`src/rtl/lcpd_pkg.sv`:
```
// Shared types and constants of the light command packet decoder.
package lcpd_pkg;

  localparam int HdrDepth = 13;

  typedef struct packed {
    logic [7:0]  data_byte;
    logic        last_byte;
    logic [31:0] capture_time;
  } in_word_t;

  typedef struct packed {
    logic [3:0]  kind_code;
    logic [15:0] function_code;
    logic [7:0]  mask_value;
    logic [7:0]  palette_a;
    logic [7:0]  palette_b;
    logic [7:0]  palette_c;
    logic [4:0]  palette_d;
    logic [4:0]  palette_e;
    logic [2:0]  palette_total;
    logic        raw_fallback;
    logic [31:0] stamp_out;
  } out_word_t;

  // One finished payload as handed from the front to the back.
  typedef struct packed {
    logic [HdrDepth-1:0][7:0] hdr;
    logic [7:0]               len;
    logic [31:0]              stamp;
  } frame_t;

  localparam logic [3:0] KIND_UNKNOWN      = 4'd0;
  localparam logic [3:0] KIND_UNCLASSIFIED = 4'd1;
  localparam logic [3:0] KIND_SINGLE       = 4'd2;
  localparam logic [3:0] KIND_DUAL         = 4'd3;
  localparam logic [3:0] KIND_RGB          = 4'd4;
  localparam logic [3:0] KIND_FIVE         = 4'd5;
  localparam logic [3:0] KIND_PALETTE      = 4'd6;
  localparam logic [3:0] KIND_ANIMATION    = 4'd7;
  localparam logic [3:0] KIND_FLASH        = 4'd8;

  localparam logic [15:0] FN_SINGLE    = 16'hE905;
  localparam logic [15:0] FN_DUAL      = 16'hE906;
  localparam logic [15:0] FN_RGB       = 16'hE908;
  localparam logic [15:0] FN_FIVE      = 16'hE909;
  localparam logic [15:0] FN_ANIMATION = 16'hE90C;
  localparam logic [15:0] FN_FLASH     = 16'hE90E;

  localparam logic [7:0] BYTE_WAKE     = 8'hCC;
  localparam logic [7:0] BYTE_WAKE_SUB = 8'h03;
  localparam logic [7:0] BYTE_FAMILY   = 8'hE9;
  localparam logic [7:0] BYTE_WRAP_1   = 8'hE1;
  localparam logic [7:0] BYTE_WRAP_2   = 8'hE2;
  localparam logic [7:0] BYTE_MODE_E   = 8'h0E;
  localparam logic [7:0] BYTE_MODE_F   = 8'h0F;
  localparam logic [2:0] SLOT_TAG      = 3'b101;

endpackage

```
`src/rtl/lcpd_front.sv`:
```
// Front end: byte capture, length count and frame snapshot on the last byte.
module lcpd_front (
  input  logic              clk,
  input  logic              rst_n,
  input  logic              in_valid,
  output logic              in_stall,
  input  lcpd_pkg::in_word_t in_word,
  input  logic              queue_full,
  output logic              push,
  output lcpd_pkg::frame_t  frame
);
  import lcpd_pkg::*;

  logic [HdrDepth-1:0][7:0] hdr_r, hdr_nxt;
  logic [7:0]               count_r, count_nxt;
  logic                     accept;

  assign in_stall = queue_full;
  assign accept   = in_valid && !queue_full;

  always_comb begin
    hdr_nxt = hdr_r;
    count_nxt = count_r;
    if (accept) begin
      if (count_r < 8'(HdrDepth)) begin
        hdr_nxt[count_r[3:0]] = in_word.data_byte;
      end
      if (in_word.last_byte) begin
        count_nxt = 8'd0;
      end else if (count_r != 8'hFF) begin
        count_nxt = count_r + 8'd1;
      end
    end
  end

  always_ff @(posedge clk) begin
    hdr_r <= hdr_nxt;
    if (!rst_n) begin
      count_r <= 8'd0;
    end else begin
      count_r <= count_nxt;
    end
  end

  // The snapshot already holds the last byte itself.
  assign push        = accept && in_word.last_byte;
  assign frame.hdr   = hdr_nxt;
  assign frame.len   = (count_r == 8'hFF) ? 8'hFF : count_r + 8'd1;
  assign frame.stamp = in_word.capture_time;

endmodule

```
`src/rtl/lcpd_fifo.sv`:
```
// Two-entry queue of finished frames between front and back.
module lcpd_fifo (
  input  logic             clk,
  input  logic             rst_n,
  input  logic             push,
  input  lcpd_pkg::frame_t push_frame,
  output logic             full,
  input  logic             pop,
  output logic             empty,
  output lcpd_pkg::frame_t head_frame
);
  import lcpd_pkg::*;

  frame_t     mem_r [2];
  logic       wr_ptr_r, rd_ptr_r;
  logic [1:0] cnt_r;
  logic       do_push, do_pop;

  assign full    = (cnt_r == 2'd2);
  assign empty   = (cnt_r == 2'd0);
  assign do_push = push && !full;
  assign do_pop  = pop && !empty;
  assign head_frame = mem_r[rd_ptr_r];

  always_ff @(posedge clk) begin
    if (do_push) begin
      mem_r[wr_ptr_r] <= push_frame;
    end
    if (!rst_n) begin
      wr_ptr_r <= 1'b0;
      rd_ptr_r <= 1'b0;
      cnt_r    <= 2'd0;
    end else begin
      if (do_push) wr_ptr_r <= ~wr_ptr_r;
      if (do_pop)  rd_ptr_r <= ~rd_ptr_r;
      if (do_push && !do_pop) begin
        cnt_r <= cnt_r + 2'd1;
      end else if (do_pop && !do_push) begin
        cnt_r <= cnt_r - 2'd1;
      end
    end
  end

endmodule

```
`src/rtl/lcpd_back.sv`:
```
// Back end: classifies the frame at the queue head into the output register.
module lcpd_back (
  input  logic               clk,
  input  logic               rst_n,
  input  logic               empty,
  input  lcpd_pkg::frame_t   head_frame,
  output logic               pop,
  output logic               out_valid,
  input  logic               out_stall,
  output lcpd_pkg::out_word_t out_word
);
  import lcpd_pkg::*;

  out_word_t out_word_r, res;
  logic      out_valid_r;

  function automatic logic [7:0] widen6(input logic [5:0] v);
    return {v, v[5:4]};
  endfunction

  always_comb begin
    logic [HdrDepth-1:0][7:0] h;
    logic [7:0]  len;
    logic [15:0] fn;
    logic        anyn;
    logic        fallback;
    h   = head_frame.hdr;
    len = head_frame.len;
    fn  = {h[2], h[3]};
    anyn = 1'b0;
    for (int i = 7; i <= 11; i++) begin
      if (h[i][7:5] != SLOT_TAG) anyn = 1'b1;
    end
    fallback = 1'b0;
    res = '0;
    res.stamp_out = head_frame.stamp;

    if (len >= 8'd2 && h[0] == BYTE_WAKE && h[1] == BYTE_WAKE_SUB) begin
      res.kind_code = KIND_UNKNOWN;
    end else if (len >= 8'd5 && (h[0] == BYTE_WRAP_1 || h[0] == BYTE_WRAP_2)
                 && h[2] == BYTE_FAMILY) begin
      res.function_code = fn;
      unique case (fn)
        FN_SINGLE: begin
          if (len < 8'd9) begin
            fallback = 1'b1;
          end else begin
            res.kind_code = KIND_SINGLE;
            res.mask_value = (h[6] == BYTE_MODE_E || h[6] == BYTE_MODE_F) ?
                             {5'd0, h[7][7:5]} : h[6];
            res.palette_a = {3'd0, h[7][4:0]};
            res.palette_total = 3'd1;
          end
        end
        FN_DUAL: begin
          if (len < 8'd10) begin
            fallback = 1'b1;
          end else begin
            res.kind_code = KIND_DUAL;
            res.palette_a = h[7];
            res.palette_b = h[8];
            res.palette_total = 3'd2;
          end
        end
        FN_RGB: begin
          if (len < 8'd12) begin
            fallback = 1'b1;
          end else begin
            res.kind_code = KIND_RGB;
            res.palette_a = widen6(h[8][6:1]);
            res.palette_b = widen6(h[9][6:1]);
            res.palette_c = widen6(h[10][6:1]);
            res.palette_total = 3'd3;
          end
        end
        FN_FIVE: begin
          if (len < 8'd13) begin
            fallback = 1'b1;
          end else begin
            res.kind_code = KIND_FIVE;
            res.palette_a = {3'd0, h[7][4:0]};
            res.palette_b = {3'd0, h[8][4:0]};
            res.palette_c = {3'd0, h[9][4:0]};
            res.palette_d = h[10][4:0];
            res.palette_e = h[11][4:0];
            res.palette_total = 3'd5;
            if (anyn) res.mask_value = {5'b10000, h[7][7:5]};
          end
        end
        FN_ANIMATION: begin
          if (len >= 8'd12 && h[6] == BYTE_MODE_F && !anyn) begin
            res.kind_code = KIND_PALETTE;
            res.palette_a = {3'd0, h[7][4:0]};
            res.palette_b = {3'd0, h[8][4:0]};
            res.palette_c = {3'd0, h[9][4:0]};
            res.palette_d = h[10][4:0];
            res.palette_e = h[11][4:0];
            res.palette_total = 3'd5;
          end else begin
            res.kind_code = KIND_ANIMATION;
            res.raw_fallback = 1'b1;
          end
        end
        FN_FLASH: begin
          res.kind_code = KIND_FLASH;
        end
        default: begin
          fallback = 1'b1;
        end
      endcase
      if (fallback) begin
        res.kind_code = KIND_UNCLASSIFIED;
        res.raw_fallback = 1'b1;
      end
    end else if (len >= 8'd2 && h[0] == BYTE_FAMILY) begin
      res.kind_code = KIND_UNCLASSIFIED;
      res.function_code = {BYTE_FAMILY, h[1]};
      res.raw_fallback = 1'b1;
    end
  end

  assign pop = !empty && (!out_valid_r || !out_stall);

  always_ff @(posedge clk) begin
    if (pop) begin
      out_word_r <= res;
    end
    if (!rst_n) begin
      out_valid_r <= 1'b0;
    end else if (pop) begin
      out_valid_r <= 1'b1;
    end else if (!out_stall) begin
      out_valid_r <= 1'b0;
    end
  end

  assign out_valid = out_valid_r;
  assign out_word  = out_word_r;

endmodule

```
`src/rtl/light_command_packet_decoder.sv`:
```
// Payload bytes in: one byte per cycle, sustained, while the result side keeps up.
// A last byte's frame enters the two-entry queue when the byte is accepted, and the
// classifier registers its result word from the queue head when the output is free.
// Results leave at one per cycle while out_stall is low; the queue absorbs a stall.
// Reset clears the byte count, the queue and the output valid; the header store
// is not cleared and needs no clearing pass.
module light_command_packet_decoder (
  input  logic                clk,
  input  logic                rst_n,
  input  logic                in_valid,
  output logic                in_stall,
  input  lcpd_pkg::in_word_t  in_word,
  output logic                out_valid,
  input  logic                out_stall,
  output lcpd_pkg::out_word_t out_word
);
  import lcpd_pkg::*;

  frame_t push_frame, head_frame;
  logic   push, full, pop, empty;

  lcpd_front u_front (
    .clk        (clk),
    .rst_n      (rst_n),
    .in_valid   (in_valid),
    .in_stall   (in_stall),
    .in_word    (in_word),
    .queue_full (full),
    .push       (push),
    .frame      (push_frame)
  );

  lcpd_fifo u_fifo (
    .clk        (clk),
    .rst_n      (rst_n),
    .push       (push),
    .push_frame (push_frame),
    .full       (full),
    .pop        (pop),
    .empty      (empty),
    .head_frame (head_frame)
  );

  lcpd_back u_back (
    .clk        (clk),
    .rst_n      (rst_n),
    .empty      (empty),
    .head_frame (head_frame),
    .pop        (pop),
    .out_valid  (out_valid),
    .out_stall  (out_stall),
    .out_word   (out_word)
  );

endmodule
```
`config.mk`:
```
export PLATFORM = sky130hd
export DESIGN_NAME = light_command_packet_decoder
export DESIGN_NICKNAME = d
export VERILOG_FILES = /design/src/rtl/lcpd_pkg.sv /design/src/rtl/lcpd_front.sv /design/src/rtl/lcpd_fifo.sv /design/src/rtl/lcpd_back.sv /design/src/rtl/light_command_packet_decoder.sv
export SDC_FILE = /design/constraint.sdc
export NUM_CORES = 1
export LEC_CHECK = 0
export ABC_AREA = 1
export ABC_CLOCK_PERIOD_IN_PS = 6900
export BUFFER_PORTS_ARGS = -buffer_cell sky130_fd_sc_hd__buf_2
export CAP_MARGIN = 0
export CORE_AREA = 10 10 187 189
export DETAILED_ROUTE_END_ITERATION = 8
export DIE_AREA = 0 0 197 199
export PLACE_DENSITY_LB_ADDON = 0.3
export SYNTH_ARGS = -nofsm -noshare
export SYNTH_HDL_FRONTEND = slang
export SYNTH_SLANG_ARGS = --single-unit
```
`constraint.sdc`:
```
create_clock -name clk -period 6.9 [get_ports clk]
set_clock_uncertainty 0.05 [all_clocks]
set_input_delay 1.035 -clock clk [delete_from_list [all_inputs] [get_ports clk]]
set_output_delay 1.035 -clock clk [all_outputs]
set_load 0.005 [all_outputs]
```
**After elaboration in Yosys (flattened, before gate mapping)**

Memory sizes are Yosys's and may differ from the RTL's. A register that Yosys moved wholly into a read port is not among the register bits.
Cells that the tools add are included.

- Flip-flop bits (word level): 215
- Bits in latches: 0
- Bits in writable memories: 288
- ROM bits: 0
- Word-level logic and storage cells: 158
- Memories: 1

Memory list:

| name | words | width | rd ports | clocked after memory_dff | wr ports | RTL line | text |
|---|---|---|---|---|---|---|---|
| u_fifo.mem_r | 2 | 144 | 1 | 1 | 1 | lcpd_fifo.sv:14 | `frame_t mem_r [2];` |

- Add/subtract/negate cells: 3
- Multiply operators: 0
- Divide/modulo/power cells: 0
- $lt $le $gt $ge: 10
- Equality and inequality tests: 23
- Shifts and indexed selects: 0
- Mux-type cells: 58
- Bitwise logic cells: 3
- Reduce and logical (&&, ||, !) cells: 31

Operators by type and width:

| cell | number |
|---|---|
| 2-to-1 mux 104 bit | 2 |
| bitwise mux 104 bit | 1 |
| equality test 16 bit (second input constant) | 6 |
| equality test 8 bit (second input constant) | 6 |
| 2-to-1 mux 8 bit | 6 |
| 2-to-1 mux 45 bit | 1 |
| less-than comparator 8 x 4 -> 1 bit (second input constant) | 5 |
| case mux 8 bit (5 select lines) | 1 |
| 2-to-1 mux 34 bit | 1 |
| demux 8 bit (select 4 bit) | 1 |
| 2-to-1 mux 16 bit | 2 |
| case mux 8 bit (4 select lines) | 1 |
| 2-to-1 mux 1 bit | 24 |
| 2-to-1 mux 24 bit | 1 |
| case mux 4 bit (6 select lines) | 1 |
| case mux 8 bit (3 select lines) | 1 |
| 2-to-1 mux 20 bit | 1 |
| case mux 10 bit (2 select lines) | 1 |
| 2-to-1 mux 17 bit | 1 |
| equality test 8 x 4 -> 1 bit (second input constant) | 2 |
| case mux 8 bit (2 select lines) | 1 |
| logical AND 1 bit | 15 |
| != test 3 bit (second input constant) | 5 |
| case mux 3 bit (5 select lines) | 1 |
| 23 further kinds | 41 |

**Longest topological paths before layout**

- Word-level depth: 12
- Gate-level depth with buffers: 16
- Mapped depth without buffers: 14

**Modules after synthesis**

From an unflattened synthesis, not the netlist that was laid out.

- Cells, all modules: 1,414
- Area total of the unflattened synthesis: 19,764.0 sq um

By module, submodules not included:

| module | instances | cells each | area an instance (sq um) |
|---|---|---|---|
| lcpd_fifo | 1 | 486 | 10,866.7 |
| lcpd_back | 1 | 428 | 4,470.5 |
| lcpd_front | 1 | 500 | 4,426.7 |

**Worst setup path after synthesis**

No wires, ideal clock.

- Path type: input -> register
- Start: input port in_valid
- End: memory u_fifo.mem_r[0][0] in the netlist's numbering (enable)
- Library setup time: 0.600 ns
- Arrival time: 6.502 ns
- Required time: 6.250 ns
- Setup slack: -0.252 ns
- Stages: 4
- Path buffers: 0
- Cells stage by stage: o21ai_0 > nor2_1 > inv_1 > nor2_1

- Word-level cells in the longest chain between the ends: 5

Ends and longest elaborated chain:

| element | RTL line | text |
|---|---|---|
| from (decl) | light_command_packet_decoder.sv:10 | `input logic in_valid,` |
| logical AND 1 bit | lcpd_front.sv:19 | `assign accept = in_valid && !queue_full;` |
| logical AND 1 bit | lcpd_front.sv:46 | `assign push = accept && in_word.last_byte;` |
| logical AND 1 bit | lcpd_fifo.sv:21 | `assign do_push = push && !full;` |
| named net u_fifo.do_push | lcpd_fifo.sv:17 | `logic do_push, do_pop;` |
| 2-to-1 mux 1 bit | lcpd_fifo.sv:26 | `if (do_push) begin` |
| 2-to-1 mux 1 bit (not written as such) | lcpd_fifo.sv:27 | `mem_r[wr_ptr_r] <= push_frame;` |
| to (decl) | lcpd_fifo.sv:14 |  |

The timed path passes the listed nets, and every way through them passes these cells.

==> reports/qor.txt <==
Average routed wire per standard cell = 17.7 µm
Most common flop cell mapped by yosys = edfxtp_1
Ys async rst share = 0
RD Place Congestion = 0.851
Post-CTS Resized = 0
Run status = completed
Final period util = 0.550
Worst skew pair latency = 540 ps
Area growth, synth to finish = 14.9%
Setup Viol. Count Final = 0
H-Tree Depth = 2
Number of global-route vias before repair = 9911
Worst path required time = 7230 ps
Initial antenna violation count = 0
Leakage Power = 0.00731 µW
Starting Density = 0.521
FP Rows = 65
# DRC = 0
Worst VDD drop = 0.249 mV
Die area = 0.0392 mm²
Worst slew pin tran = 1160 ps
CP arrival = 4130 ps
PwrDens = 384 mW/mm²
Fmax = 263 MHz
Ant diodes = 0
Setup TNS = 0 ps
Met2 Usage GRT = 0.289
TritonCTS clock tree = yes
Global-route wire length before repair = 54700 µm
Syn Area/Cell = 11.8 µm²
EDFF count, synth = 338
Core Box Area = 0.0312 mm²
Cts hold-fix bufs = 0
Synthesized area = 0.0163 mm²
Crit start category = flip-flop
Fin. Hold Viols = 0
Fin. max-slew vios = 0
Global route hottest layer = met2
Seq/Total Area, Yosys = 0.739
CTS max path bufs = 3
Largest cells by area after synthesis = edfxtp_1 62%, dfxtp_1 12%, nand2_1 11%
Synth Instances = 1381
Vert. Die Dim = 199 µm
Yosys reg bits = 432
Hold WC Path Type = flip-flop to flip-flop
R2R Setup Slk = 3100 ps
Post-CTS Setup Bufs = 0
Number of synthesis warnings = 0
Max Cap Viol = 0
Final worst slack = 3100 ps
Reg clk slew, reported paths = 60 ps
Total GRT Usage = 0.177
Clock Sinks = 432
Grt total ovfl = 0
CP Max Fanout = 75
Top cell type's share of synthesized area = 0.624
Pre-CTS setup slack = 3100 ps
GR Util met1 = 0.233
Filler cells = 2481
Via/cell ratio = 5.16
Crit Path Class = flip-flop to flip-flop
Sequential cell area = 0.0120 mm²
RSZ-0062 raised after global routing = false
IO buf count = 144
Yosys cell types = 45
Synth area leader = edfxtp_1
Io pins = 145
DR iter-0 viols = 776
DR vias = 10200
M3 GR Usage = 0.0340
Largest net degree at the start of global routing = 121
Layout cell share with drive strength beyond 1 = 0.157
Total Wirelength = 34900 µm
1st-pass router iterations = 5
Die Width = 197 µm
Setup crit end kind = flip-flop
NumNets Final = 1586
Min cycle time layout = 3800 ps
Post-detail-place hpwl = 22400 µm
Slew HR = 0.228
DRT antenna net count = 0
TritonCTS buffer count = 43
Clock Tree Root = clkbuf_16
Area of the multi-input gates = 0.00370 mm²
-- per-stage QoR --
stage          instances  hold slack [ps]  total power, µW  utilization  area (µm²)
4_1_cts             1971              398             7260        0.599       18700
3_3_place_gp        1892              387             4970        0.555       17300
6_report            1971              398             7190        0.599       18700
5_1_grt             1971              440             7560        0.599       18700
3_5_place_dp        1892              391             5020        0.555       17300
2_1_floorplan       1383              375             4470            -       16300
-- kinds of logic after synthesis --
group | Yosys count | synth area share
DFF | 432 | 0.739
other | 1 | 0.000230
adders and majority gates | 6 | 0.00461
AOI/OAI and AO/OA | 165 | 0.0539
xor gates and xnor gates | 7 | 0.00377
muxes | 9 | 0.00554
and+or+nand+nor | 632 | 0.158
buffers and inverters | 129 | 0.0351
-- final cells by class --
| class | count | area share |
|---|---|---|
| inverters | 86 | 0.0176 |
| well taps | 402 | 0.0269 |
| clock inverters | 19 | 0.00977 |
| repair buffers | 150 | 0.0416 |
| clock buffers | 60 | 0.0632 |
| multi-input cells | 822 | 0.198 |
| flip-flops and latches | 432 | 0.643 |
-- flip-flops by register name, indices dropped and copies added, names as in the netlist, named ones only --
name	flops
u_back.out_valid	1
u_fifo.rd_ptr_r	1
u_back.out_word	98
u_fifo.wr_ptr_r	1
u_fifo.cnt_r	2
u_front.count_r	8
u_fifo.mem_r	240
u_front.hdr_r	80
-- report_power, final --
group          switching, µW  leakage, µW  total, µW  internal, µW
clock network            931     0.000653       2240          1310
registers                183      0.00399       3600          3410
logic                    957      0.00267       1350           393
-- critical path, cell delays in order, from the launching register on --
cell and delay (ps):
dfxtp_4 820, buf_4 760, nand2_1 110, nand2_1 100
nand2_1 60, inv_1 50, nand2_1 70, nor2_4 220
nand3_2 440, inv_2 390, nand2_1 310, a21oi_1 240
-- final timing paths --
kind,startpoint,end,cells past startpoint
min,u_fifo.rd_ptr_r,flip-flop,1
max,flip-flop,u_back.out_word[68],11
min reg2reg,u_fifo.rd_ptr_r,flip-flop,1
max reg2reg,flip-flop,u_back.out_word[68],11
-- Yosys cell counts (2+ instances only) --
library cell and count:
o211ai_1 3, xnor2_1 2, buf_1 10, buf_6 8
inv_2 3, dfxtp_1 94, buf_4 4, buf_2 6
inv_1 80, mux2i_1 9, edfxtp_1 338, nor2_2 6
ha_1 6, nand4_1 7, o22ai_1 8, a21oi_2 2
nor2_1 79, or2_2 5, o21ai_0 96, nor3_1 5
nor3_2 5, clkbuf_1 15, a21oi_1 39, nand2_1 479
o21ai_1 11, nand3_1 31, nand3_2 3, xor2_1 5
o21ai_2 2, nand2_2 5
-- routing by layer --
layer  wire [µm]  up-vias
met3        2560       67
met2       16400      351
met4         916        0
met1       15100     4774
li1            -     4984
met5           0        -
-- cell usage in the layout, fill, tap and decap left out, types with 15 or more instances in the layout --
master     count
clkbuf_16     45
nand3_1       31
inv_1         79
a21oi_1       39
edfxtp_1     338
dfxtp_1       93
o21ai_0       96
nor2_1        77
buf_2        144
nand2_1      479
clkbuf_1      15
Note: power is estimated with default switching activity, not from simulation.
